<file path="src/design/utf8_to_utf16_transcoder_core_assert.svh">
// ----------------------------------------------------------------------------
// UTF-8 to UTF-16 transcoder assertion macros
// Small wrappers for the concurrent checks at the end of the top level.
// ----------------------------------------------------------------------------
`ifndef UTF8_TO_UTF16_TRANSCODER_CORE_ASSERT_SVH
`define UTF8_TO_UTF16_TRANSCODER_CORE_ASSERT_SVH

// same-cycle implication, disabled while reset is asserted
`define U8U16_ASSERT_IMPLY(label, clk, rst_n, ante, cons) \
    label: assert property (@(posedge clk) disable iff (!rst_n) (ante) |-> (cons)) \
        else $error("u8u16 same-cycle check failed");

// next-cycle implication, disabled while reset is asserted
`define U8U16_ASSERT_NEXT(label, clk, rst_n, ante, cons) \
    label: assert property (@(posedge clk) disable iff (!rst_n) (ante) |=> (cons)) \
        else $error("u8u16 next-cycle check failed");

`endif

</file>
<file path="src/design/u8u16_pkg.sv">
// ----------------------------------------------------------------------------
// UTF-8 to UTF-16 transcoder package
// Byte class constants, surrogate constants and the decoder result type.
// ----------------------------------------------------------------------------
`default_nettype none

package u8u16_pkg;

    // byte classification masks and tags
    localparam logic [7:0] ASCII_MASK  = 8'h80;
    localparam logic [7:0] CONT_MASK   = 8'hC0;
    localparam logic [7:0] CONT_TAG    = 8'h80;
    localparam logic [7:0] LEAD2_MASK  = 8'hE0;
    localparam logic [7:0] LEAD2_TAG   = 8'hC0;
    localparam logic [7:0] LEAD3_MASK  = 8'hF0;
    localparam logic [7:0] LEAD3_TAG   = 8'hE0;
    localparam logic [7:0] LEAD4_MASK  = 8'hF8;
    localparam logic [7:0] LEAD4_TAG   = 8'hF0;

    // continuation bytes owed after each lead kind
    localparam logic [1:0] OWED_NONE   = 2'd0;
    localparam logic [1:0] OWED_ONE    = 2'd1;
    localparam logic [1:0] OWED_TWO    = 2'd2;
    localparam logic [1:0] OWED_THREE  = 2'd3;

    localparam int unsigned CP_W       = 21;
    localparam int unsigned UNIT_W     = 16;

    // surrogate construction
    localparam logic [CP_W-1:0]   SUPP_BASE = 21'h10000;
    localparam logic [UNIT_W-1:0] HI_SURR   = 16'hD800;
    localparam logic [UNIT_W-1:0] LO_SURR   = 16'hDC00;

    // what one decoded byte hands to the output stage
    typedef struct packed {
        logic              has_result;   // at least one result for this byte
        logic              pair;         // two results (surrogate pair)
        logic              unit_present; // results carry code units
        logic              string_end;   // byte was the final one of the string
        logic [UNIT_W-1:0] first_unit;
        logic [UNIT_W-1:0] second_unit;
    } dec_result_t;

endpackage

`default_nettype wire

</file>
<file path="src/design/u8u16_decode.sv">
// ----------------------------------------------------------------------------
// UTF-8 byte decoder
// Combinational step: one byte plus the pending sequence state gives the
// next state and up to two UTF-16 code units.
// ----------------------------------------------------------------------------
`default_nettype none

module u8u16_decode
    import u8u16_pkg::*;
(
    input  wire logic [7:0]      byte_in,
    input  wire logic            string_end_in,
    input  wire logic [CP_W-1:0] partial_cp,
    input  wire logic [1:0]      bytes_owed,
    output logic      [CP_W-1:0] partial_cp_next,
    output logic      [1:0]      bytes_owed_next,
    output dec_result_t          result
);

    logic [CP_W-1:0]   cp_shift;
    logic [1:0]        owed_dec;
    logic              done;
    logic [CP_W-1:0]   cp_done;
    logic [CP_W-1:0]   cp_off;
    logic              wide;
    logic [UNIT_W-1:0] hi_unit;
    logic [UNIT_W-1:0] lo_unit;

    assign cp_shift = {partial_cp[CP_W-7:0], byte_in[5:0]};
    assign owed_dec = bytes_owed - 2'd1;

    // sequence tracking
    always_comb
    begin
        done            = 1'b0;
        cp_done         = cp_shift;
        partial_cp_next = partial_cp;
        bytes_owed_next = bytes_owed;
        if (bytes_owed != OWED_NONE && (byte_in & CONT_MASK) == CONT_TAG)
        begin
            partial_cp_next = cp_shift;
            bytes_owed_next = owed_dec;
            done            = (owed_dec == OWED_NONE);
        end
        else
        begin
            // new lead; anything pending is discarded
            partial_cp_next = '0;
            bytes_owed_next = OWED_NONE;
            if ((byte_in & ASCII_MASK) == 8'h00)
            begin
                done    = 1'b1;
                cp_done = {{(CP_W-8){1'b0}}, byte_in};
            end
            else if ((byte_in & LEAD2_MASK) == LEAD2_TAG)
            begin
                partial_cp_next = {{(CP_W-5){1'b0}}, byte_in[4:0]};
                bytes_owed_next = OWED_ONE;
            end
            else if ((byte_in & LEAD3_MASK) == LEAD3_TAG)
            begin
                partial_cp_next = {{(CP_W-4){1'b0}}, byte_in[3:0]};
                bytes_owed_next = OWED_TWO;
            end
            else if ((byte_in & LEAD4_MASK) == LEAD4_TAG)
            begin
                partial_cp_next = {{(CP_W-3){1'b0}}, byte_in[2:0]};
                bytes_owed_next = OWED_THREE;
            end
            // stray continuation and F8..FF fall through: dropped
        end
        if (done)
        begin
            partial_cp_next = '0;
        end
        if (string_end_in)
        begin
            partial_cp_next = '0;
            bytes_owed_next = OWED_NONE;
        end
    end

    // surrogate split; high unit wraps to 16 bits
    assign cp_off  = cp_done - SUPP_BASE;
    assign wide    = (cp_done[CP_W-1:UNIT_W] != '0);
    assign hi_unit = HI_SURR + {{(UNIT_W-11){1'b0}}, cp_off[CP_W-1:10]};
    assign lo_unit = LO_SURR | {{(UNIT_W-10){1'b0}}, cp_off[9:0]};

    always_comb
    begin
        result.has_result   = done || string_end_in;
        result.pair         = done && wide;
        result.unit_present = done;
        result.string_end   = string_end_in;
        result.second_unit  = lo_unit;
        if (!done)
        begin
            result.first_unit = '0;
        end
        else if (wide)
        begin
            result.first_unit = hi_unit;
        end
        else
        begin
            result.first_unit = cp_done[UNIT_W-1:0];
        end
    end

endmodule

`default_nettype wire

</file>
<file path="src/design/utf8_to_utf16_transcoder_core.sv">
// ----------------------------------------------------------------------------
// UTF-8 to UTF-16 transcoder core
// Byte stream in, UTF-16 code unit stream out, with string end marking.
// ----------------------------------------------------------------------------
// Takes UTF-8 bytes and delivers UTF-16 code units through the input
// register, then decode into the result register. A byte that completes a
// code point above 0xFFFF yields a surrogate pair, which holds the result
// register for two output transfers, so a following byte with a result waits
// behind it; all other bytes sustain one byte per cycle while m_axis_tready
// is high. A two-entry input stage (register plus skid) keeps s_axis_tready
// free of any path from m_axis_tready. Invalid leads and stray continuation
// bytes produce nothing; a final byte that produces no unit gives one result
// with tuser[0] low as the string end marker.
`default_nettype none

module utf8_to_utf16_transcoder_core
    import u8u16_pkg::*;
(
    input  wire logic        clk,
    input  wire logic        rst_n,
    // byte input
    input  wire logic        s_axis_tvalid,
    output logic             s_axis_tready,
    input  wire logic [7:0]  s_axis_tdata,   // [7:0] byte_in
    input  wire logic        s_axis_tlast,   // string_end_in
    // code unit output
    output logic             m_axis_tvalid,
    input  wire logic        m_axis_tready,
    output logic [15:0]      m_axis_tdata,   // [15:0] code_unit
    output logic             m_axis_tlast,   // run_last
    output logic [1:0]       m_axis_tuser    // [0] unit_present, [1] string_end_out
);

    // input stage registers
    logic              in_valid_reg,   in_valid_next;
    logic [7:0]        in_byte_reg,    in_byte_next;
    logic              in_end_reg,     in_end_next;
    logic              skid_valid_reg, skid_valid_next;
    logic [7:0]        skid_byte_reg,  skid_byte_next;
    logic              skid_end_reg,   skid_end_next;

    // decoder state
    logic [CP_W-1:0]   cp_reg,   cp_next;
    logic [1:0]        owed_reg, owed_next;

    // result register
    logic              out_valid_reg,   out_valid_next;
    logic              out_second_reg,  out_second_next;
    logic [UNIT_W-1:0] out_unit_reg,    out_unit_next;
    logic [UNIT_W-1:0] out_unit2_reg,   out_unit2_next;
    logic              out_present_reg, out_present_next;
    logic              out_last_reg,    out_last_next;
    logic              out_end_reg,     out_end_next;

    dec_result_t       dec;
    logic [CP_W-1:0]   dec_cp;
    logic [1:0]        dec_owed;
    logic              in_xfer;
    logic              out_xfer;
    logic              out_free;
    logic              advance;
    logic              main_open;

    u8u16_decode u_decode (
        .byte_in         (in_byte_reg),
        .string_end_in   (in_end_reg),
        .partial_cp      (cp_reg),
        .bytes_owed      (owed_reg),
        .partial_cp_next (dec_cp),
        .bytes_owed_next (dec_owed),
        .result          (dec)
    );

    // handshakes
    assign s_axis_tready = !skid_valid_reg;
    assign in_xfer       = s_axis_tvalid && s_axis_tready;
    assign out_xfer      = out_valid_reg && m_axis_tready;
    assign out_free      = !out_valid_reg || (m_axis_tready && !out_second_reg);
    assign advance       = in_valid_reg && (!dec.has_result || out_free);
    assign main_open     = !in_valid_reg || advance;

    // input register and skid
    always_comb
    begin
        in_valid_next   = in_valid_reg;
        in_byte_next    = in_byte_reg;
        in_end_next     = in_end_reg;
        skid_valid_next = skid_valid_reg;
        skid_byte_next  = skid_byte_reg;
        skid_end_next   = skid_end_reg;
        if (main_open)
        begin
            if (skid_valid_reg)
            begin
                in_valid_next   = 1'b1;
                in_byte_next    = skid_byte_reg;
                in_end_next     = skid_end_reg;
                skid_valid_next = 1'b0;
            end
            else if (in_xfer)
            begin
                in_valid_next = 1'b1;
                in_byte_next  = s_axis_tdata;
                in_end_next   = s_axis_tlast;
            end
            else
            begin
                in_valid_next = 1'b0;
            end
        end
        else if (in_xfer)
        begin
            skid_valid_next = 1'b1;
            skid_byte_next  = s_axis_tdata;
            skid_end_next   = s_axis_tlast;
        end
    end

    // decoder state moves with each byte leaving the input register
    assign cp_next   = advance ? dec_cp   : cp_reg;
    assign owed_next = advance ? dec_owed : owed_reg;

    // result register: load a decoded byte, or step through a pair
    always_comb
    begin
        out_valid_next   = out_valid_reg;
        out_second_next  = out_second_reg;
        out_unit_next    = out_unit_reg;
        out_unit2_next   = out_unit2_reg;
        out_present_next = out_present_reg;
        out_last_next    = out_last_reg;
        out_end_next     = out_end_reg;
        if (advance && dec.has_result)
        begin
            out_valid_next   = 1'b1;
            out_second_next  = dec.pair;
            out_unit_next    = dec.first_unit;
            out_unit2_next   = dec.second_unit;
            out_present_next = dec.unit_present;
            out_last_next    = !dec.pair;
            out_end_next     = dec.string_end;
        end
        else if (out_xfer)
        begin
            if (out_second_reg)
            begin
                out_second_next = 1'b0;
                out_unit_next   = out_unit2_reg;
                out_last_next   = 1'b1;
            end
            else
            begin
                out_valid_next = 1'b0;
            end
        end
    end

    // control state
    always_ff @(posedge clk or negedge rst_n)
    begin
        if (!rst_n)
        begin
            in_valid_reg   <= 1'b0;
            skid_valid_reg <= 1'b0;
            out_valid_reg  <= 1'b0;
            out_second_reg <= 1'b0;
            cp_reg         <= '0;
            owed_reg       <= OWED_NONE;
        end
        else
        begin
            in_valid_reg   <= in_valid_next;
            skid_valid_reg <= skid_valid_next;
            out_valid_reg  <= out_valid_next;
            out_second_reg <= out_second_next;
            cp_reg         <= cp_next;
            owed_reg       <= owed_next;
        end
    end

    // payload
    always_ff @(posedge clk)
    begin
        in_byte_reg     <= in_byte_next;
        in_end_reg      <= in_end_next;
        skid_byte_reg   <= skid_byte_next;
        skid_end_reg    <= skid_end_next;
        out_unit_reg    <= out_unit_next;
        out_unit2_reg   <= out_unit2_next;
        out_present_reg <= out_present_next;
        out_last_reg    <= out_last_next;
        out_end_reg     <= out_end_next;
    end

    assign m_axis_tvalid = out_valid_reg;
    assign m_axis_tdata  = out_unit_reg;
    assign m_axis_tlast  = out_last_reg;
    assign m_axis_tuser  = {out_end_reg, out_present_reg};

    // checks
`include "utf8_to_utf16_transcoder_core_assert.svh"

    // a pending second unit only exists behind a valid first unit
    `U8U16_ASSERT_IMPLY(a_second_has_first, clk, rst_n, out_second_reg, out_valid_reg && out_present_reg && !out_last_reg)
    // the high surrogate is always followed by the closing low surrogate
    `U8U16_ASSERT_NEXT(a_pair_follows, clk, rst_n, out_xfer && out_second_reg, m_axis_tvalid && m_axis_tlast && m_axis_tuser[0])
    // the skid entry is only used behind a full input register
    `U8U16_ASSERT_IMPLY(a_skid_behind_main, clk, rst_n, skid_valid_reg, in_valid_reg)
    // a bare marker is a single result closing the string
    `U8U16_ASSERT_IMPLY(a_bare_marker, clk, rst_n, out_valid_reg && !out_present_reg, out_last_reg && out_end_reg && out_unit_reg == '0)

endmodule

`default_nettype wire
</file>
<file path="config.mk">
export PLATFORM = sky130hd
export DESIGN_NAME = utf8_to_utf16_transcoder_core
export DESIGN_NICKNAME = d
export VERILOG_FILES = /design/src/design/u8u16_pkg.sv /design/src/design/u8u16_decode.sv /design/src/design/utf8_to_utf16_transcoder_core.sv
export VERILOG_INCLUDE_DIRS = /design/src /design/src/design
export SDC_FILE = /design/constraint.sdc
export NUM_CORES = 1
export LEC_CHECK = 0
export BUFFER_PORTS_ARGS = -buffer_cell sky130_fd_sc_hd__buf_2
export CAP_MARGIN = 20
export CORE_MARGIN = 2
export CORE_UTILIZATION = 31
export DETAILED_ROUTE_END_ITERATION = 12
export SLEW_MARGIN = 20
export SYNTH_ARGS = -nofsm -noshare
export SYNTH_HDL_FRONTEND = slang
export SYNTH_SLANG_ARGS = --single-unit
</file>
<file path="constraint.sdc">
create_clock -name clk -period 3.5 [get_ports clk]
set_input_delay 0.35 -clock clk [delete_from_list [all_inputs] [get_ports clk]]
set_output_delay 0.35 -clock clk [all_outputs]
set_load 0.05 [all_outputs]
</file>
==> metrics, run 1 <==
logic gate share of total power 19.0%; Avg WL per Cell 14.41 um; Yosys reg bits 68; DR pass1 iterations 4; most common library cells after synthesis 47 x edfxtp_1, 21 x dfrtp_1, 21 x inv_1, 21 x nand2_1, 18 x nor2_1; post-synth top area share 47.76%; port bufs 33; via count 1897; Antenna Cells 0; RSZ-0062 raised after global routing no; DR iter-0 viols 158; CTS root buf clkbuf_8; htree depth 3; most common cell in the netlist edfxtp_1; hpwl dp 4170 um; Design Area, Final 3468 sq um; clock network fraction of design power 30.9%; number of remaining DRC errors 0; die area 10330 sq um; final hold vios 0; core area 9240 sq um; NetSw 0.6314 mW; Synth Area per Inst 12.58 sq um; Hold/Removal Path Class in -> reg; gpl congestion 0.8170; clk_lat worst skew 0.35 ns; Clock Tree Buf Depth 2; CP Launch Type flop; Final Setup Violations 0; Initial Util 31.98%; Ys Warns 0; worst vdd ir 0.3043 mV; Tcrit/Tclk final 69.68%; TNS Setup 0 ns; Seq/Total Area, Yosys 65.54%; reg2reg setup slack 1.06 ns; clock skew 0.01372 ns; # Post-CTS Setup Buffers 0; Synth area leaders edfxtp_1 48%, dfrtp_1 18%, mux2i_1 4.4%; Num CTS Buffers 9; number of global-route vias before repair 1845; share of cells above drive strength 1 24.01%; post-synth net total 250; Die Y 101.6 um; Crit. End Element flop; Sw Ratio 31.05%; initial antenna violation count 0; FFs w/ async S/R, synth 30.88%; nets 289; Synth cell types 36; cell accounting for the most synthesized area edfxtp_1; fmax 410.0 MHz; max cap viols 0; sequential share of power 50.2%; Resized cells post-CTS 0; GRT Total Usage 12.46%; TritonCTS Sinks 68; Routed WL 5881 um; Area after DPL 3266 sq um; post-synthesis cell count 235; Leakage 1.384 nW; Congestion Overflow GR 0; Placement Rows 35; clock slew at reported path FFs 0.07 ns; status completed; clock tree from TritonCTS built; crit path DAT 2.48 ns; I/O pin count 34; fin. max-slew vios 0; max reg flops 16; prevailing post-synth register cell edfxtp_1; die span in x 101.6 um; cell internal pwr 1.402 mW; largest net degree at the start of global routing 22; Min Clock Period, post-route 2.439 ns; Cell Area, Synth 2955 sq um; Detail Route Antenna Nets 0; Worst-Margin Slew 0.7647 ns; final core utilization 37.54%; Worst EP required 3.55 ns; Rel. slew slack 49.02%; CP max FO 13; Vias/cell 4.650; Area Growth Syn to Fin 17.36%; critical path class reg -> reg; pwr dens 586.4 nW/um^2; Post-synth EDFFs 47; first-pass GRT wire length 9611 um
critical path, cell delays in order, from the launching register on:
cell and delay, ns:
dfrtp_1 0.37, inv_1 0.07, ha_1 0.27, nor3b_4 0.30, nor2_1 0.09, buf_4 0.19, or3b_1 0.45, nor3b_1 0.22
buf_4 0.21
cell usage in the layout (no fill, tap or decap), types with 2 or more instances in the layout:
cell type	netlist	layout
a21oi_1	3	3
buf_2	4	33
buf_4	2	5
clkbuf_8	0	9
clkinv_2	0	2
clkinv_4	0	2
dfrtp_1	21	21
edfxtp_1	47	47
ha_1	2	2
inv_1	21	21
mux2_2	10	10
mux2i_1	13	13
nand2_1	21	21
nand2b_1	3	3
nand3_1	2	2
nand4_1	10	10
nor2_1	18	18
nor2b_1	3	3
nor3_1	2	2
o2111ai_1	3	3
o21a_1	2	2
o21ai_0	8	8
o21ai_1	16	16
o221ai_1	3	3
o31ai_1	4	4
per-stage QoR:
stage | std cells | total power, mW | hold slack (ns) | setup WS, ns
2_1_floorplan | 235 | 1.318 | 0.05441 | 0.8860
3_3_place_gp | 391 | 1.417 | 0.3550 | 1.130
3_5_place_dp | 391 | 1.424 | 0.3501 | 1.069
4_1_cts | 408 | 2.054 | 0.1828 | 1.040
5_1_grt | 408 | 2.127 | 0.1741 | 0.8832
6_report | 408 | 2.034 | 0.1974 | 1.061
final timing paths:
path                                              start  depth (start not counted)                    endpoint
min in group asynchronous                         rst_n                          2  out_second_reg$_DFFE_PN0P_
worst min register to register     in_end_reg$_DFFE_PP_                          0       out_end_reg$_DFFE_PP_
max in group asynchronous                         rst_n                          2       cp_reg[1]$_DFFE_PN0P_
worst max-delay path            owed_reg[0]$_DFFE_PN0P_                          8  skid_byte_reg[6]$_DFFE_PP_
worst min-delay path                    s_axis_tdata[2]                          1  skid_byte_reg[2]$_DFFE_PP_
worst max register to register  owed_reg[0]$_DFFE_PN0P_                          8  skid_byte_reg[6]$_DFFE_PP_
metal layers:
metal / global-route usage, % / vias up / part of all wire [%]
met5: 0 / - / 0
met4: 3.430 / 0 / 0.97
met3: 4.555 / 5 / 5.2
met2: 19.28 / 50 / 47
met1: 16.56 / 917 / 47
li1: - / 925 / -
power by group through the flow:
stage	Clock (mW)	Sequential, mW	Combinational, mW
floorplan	0	1.13	0.187
global placement	0	1.03	0.383
detailed placement	0	1.04	0.387
CTS	0.645	1.02	0.389
global route	0.677	1.03	0.420
finish	0.627	1.02	0.386
final cells by class:
cell class                      instances  area [sq um]
Clock buffer                           10         127.6
Clock inverter                          6         65.06
Fill cell                             905          5772
Inverter                               21         78.83
Multi-Input combinational cell        135         885.9
Sequential cell                        68          1937
Tap cell                              129         161.4
Timing Repair Buffer                   39         212.7
timing repair:
| item | 4_1_cts | 5_1_grt |
|---|---|---|
| endpoints found under the hold margin | 21 | 0 |
| endpoints found under the setup margin | 0 | 0 |
| hold buffers | 1 | 0 |
logic make-up (layout without fill, tap and decap cells):
group,after synthesis,in the layout,synth area share [%]
buffers and inverters,32,76,4.487
AOI/OAI and AO/OA,43,43,9.315
adders and majority gates,2,2,0.8466
muxes,23,23,8.213
and+or+nand+nor,65,65,11.01
DFF,68,68,65.54
xor gates and xnor gates,2,2,0.5928
No activity file was read; power rests on OpenSTA's default activity.
==> inputs of run 2 (changes only) <==
Clock period 3.5 ns to 2.15 ns, I/O delays scaled along.
==> run 2 against run 1 <==
  * First-iteration DRC count down 53%
  * Total power grew 77%
  * Routed wire length down 2.2%
  * Maximum frequency increased by 16%
  * Core utilization up 2.1 points
  * Clock power grew 98%
  * Critical endpoint unchanged
==> metrics, run 2 (synthesis results as in run 1) <==
status completed (unchanged); port bufs 33 (unchanged); commonest non-fill, non-tap cell in the layout edfxtp_1 (unchanged); worst vdd ir 0.4525 mV (was 0.3043 mV); WHS Endpoint skid_byte_reg[2]$_DFFE_PP_ (unchanged); Die Y 101.6 um (unchanged); NetSw 1.029 mW (was 0.6314 mW); crit path DAT 2.17 ns (was 2.48 ns); TritonCTS Sinks 68 (unchanged); Vias/cell 4.657 (was 4.650); clock tree from TritonCTS built (unchanged); reg2reg setup slack 0.05 ns (was 1.06 ns); fin. max-slew vios 0 (unchanged); CTS root buf clkbuf_8 (unchanged); hpwl dp 4075 um (was 4170 um); Tcrit/Tclk final 97.63% (was 69.68%); Routed WL 5752 um (was 5881 um); sequential share of power 45.8% (was 50.2%); Worst Hold Slack 0.05451 ns (was 0.1974 ns); cell internal pwr 2.565 mW (was 1.402 mW); critical path's most frequent cell nor3b_4 (was buf_4); Hold/Removal Path Class in -> reg (unchanged); Area after DPL 3364 sq um (was 3266 sq um); sum of buffers and inverters on the critical path 2 (was 3); end of the worst register-to-register path skid_byte_reg[6]$_DFFE_PP_ (unchanged); Clock Tree Buf Depth 2 (unchanged); RSZ-0062 raised after global routing yes (was no); Design Area, Final 3661 sq um (was 3468 sq um); CP max stage cell or3b_4 (was or3b_1); DR iter-0 viols 75 (was 158); DR pass1 iterations 4 (unchanged); TNS Setup 0 ns (unchanged); nets 298 (was 289); clock slew at reported path FFs 0.07 ns (about the same); CP Launch Type flop (unchanged); Crit. End Element flop (unchanged); Worst-Margin Slew 0.5392 ns (was 0.7647 ns); first-pass GRT wire length 9073 um (was 9611 um); max reg flops 16 (unchanged); number of remaining DRC errors 0 (unchanged); clock skew 0.01149 ns (was 0.01372 ns); Final Setup Violations 0 (unchanged); min-delay src s_axis_tdata[2] (unchanged); core area 9240 sq um (unchanged); Leakage 1.466 nW (was 1.384 nW); via count 1942 (was 1897); initial antenna violation count 0 (unchanged); CP Cell Sequence inv_2 -> ha_2 -> nor3b_4 -> nor2_2 -> or3b_4 -> nor3b_4 -> clkbuf_16 (was inv_1 -> ha_1 -> nor3b_4 -> nor2_1 -> buf_4 -> or3b_1 -> nor3b_1 -> buf_4); final hold vios 0 (unchanged); hold path cells 1 (unchanged); CP max FO 4 (was 13); GRT Total Usage 11.93% (was 12.46%); final core utilization 39.62% (was 37.54%); die span in x 101.6 um (unchanged); number of global-route vias before repair 1874 (was 1845); CP max stage delay 0.41 ns (was 0.45 ns); share of cells above drive strength 1 28.82% (was 24.01%); Worst Reg2Reg Path Length in Cells 7 (was 8); pwr dens 981.7 nW/um^2 (was 586.4 nW/um^2); RR Startpoint owed_reg[1]$_DFFE_PN0P_ (was owed_reg[0]$_DFFE_PN0P_); Congestion Overflow GR 0 (unchanged); clock network fraction of design power 34.5% (was 30.9%); fmax 476.4 MHz (was 410.0 MHz); Largest delay share family, worst path simple AND/OR/NAND/NOR gates (unchanged); I/O pin count 34 (unchanged); Global Route met1 Usage 15.52% (was 16.56%); Num CTS Buffers 9 (unchanged); largest net degree at the start of global routing 22 (unchanged); clk_lat worst skew 0.35 ns (about the same); Avg WL per Cell 13.79 um (was 14.41 um); GR Util met3 3.382% (was 4.555%); Antenna Cells 0 (unchanged); logic gate share of total power 19.7% (was 19.0%); M2 GR Usage 18.07% (was 19.28%); most frequent cells in the layout 47 x edfxtp_1, 33 x buf_2, 21 x nand2_1, 21 x dfrtp_1, 18 x inv_1 (was 47 x edfxtp_1, 33 x buf_2, 21 x inv_1, 21 x nand2_1, 21 x dfrtp_1); critical path class reg -> reg (unchanged); max cap viols 0 (unchanged); htree depth 3 (unchanged); Worst EP required 2.22 ns (was 3.55 ns); Sw Ratio 28.63% (was 31.05%); Rel. slew slack 64.06% (was 49.02%); Min Clock Period, post-route 2.099 ns (was 2.439 ns); gpl congestion 0.9267 (was 0.8170); Placement Rows 35 (unchanged); die area 10330 sq um (unchanged); GR peak layer met2 (unchanged); Area Growth Syn to Fin 23.88% (was 17.36%); Detail Route Antenna Nets 0 (unchanged); Initial Util 31.98% (unchanged)
==> run 2: cell count changes in the layout (fill, tap and decap cells not counted), sizes merged <==
| cell | before | now |
|---|---|---|
| bufinv | 1 | 3 |
| clkbuf | 10 | 11 |
| clkinvlp | 1 | 0 |
| buf | 38 | 46 |
| clkinv | 4 | 3 |
==> run 2: worst max path at each step <==
| stage | startpoint | to | depth (start not counted) |
|---|---|---|---|
| 2_1_floorplan | m_axis_tvalid$_DFFE_PN0P_ | m_axis_tdata[0]$_DFFE_PP_ | 4 |
| 3_3_place_gp | owed_reg[0]$_DFFE_PN0P_ | skid_byte_reg[2]$_DFFE_PP_ | 7 |
| 3_5_place_dp | owed_reg[0]$_DFFE_PN0P_ | owed_reg[0]$_DFFE_PN0P_ | 7 |
| 4_1_cts | owed_reg[0]$_DFFE_PN0P_ | cp_reg[0]$_DFFE_PN0P_ | 7 |
| 5_1_grt | owed_reg[1]$_DFFE_PN0P_ | skid_byte_reg[0]$_DFFE_PP_ | 7 |
| 6_report | owed_reg[1]$_DFFE_PN0P_ | skid_byte_reg[6]$_DFFE_PP_ | 7 |
==> run 2: metal layers <==
| metal | share of wire (%) | routed length (um) |
|---|---|---|
| met2 | 46 | 2651 |
| met5 | 0 | 0 |
| met3 | 6.0 | 346 |
| met1 | 46 | 2661 |
| met4 | 1.6 | 93 |
==> run 2: power groups by stage <==
stage               clock network (mW)  logic, mW  registers, mW
global route                      1.31      0.763           1.66
detailed placement                   0      0.688           1.68
finish                            1.24      0.708           1.65
CTS                               1.27      0.692           1.65
global placement                     0      0.674           1.67
floorplan                            0      0.311           1.84
==> run 2: repair_timing <==
item	CTS	global route
buffers inserted	0	2
endpoints found under the hold margin	21	0
resized for setup	0	7
endpoints found under the setup margin	0	25
hold buffers	1	0
==> run 2: through the flow <==
stage	setup slack (ns)	power, mW	instances
after global routing	-0.04253	3.735	417
after floorplan	0.01646	2.153	235
after CTS	0.04505	3.606	414
final	0.05101	3.594	417
after global placement	0.1192	2.347	397
after detailed placement	0.05529	2.364	397
==> run 2: layout make-up <==
| class | count | area, sq um |
|---|---|---|
| clock buffer | 10 | 127.6 |
| clock inverter | 6 | 102.6 |
| fill | 910 | 5579 |
| inverter | 21 | 78.83 |
| multi-input combinational | 135 | 918.4 |
| sequential | 68 | 1937 |
| tap | 129 | 161.4 |
| timing repair buffer | 48 | 335.3 |
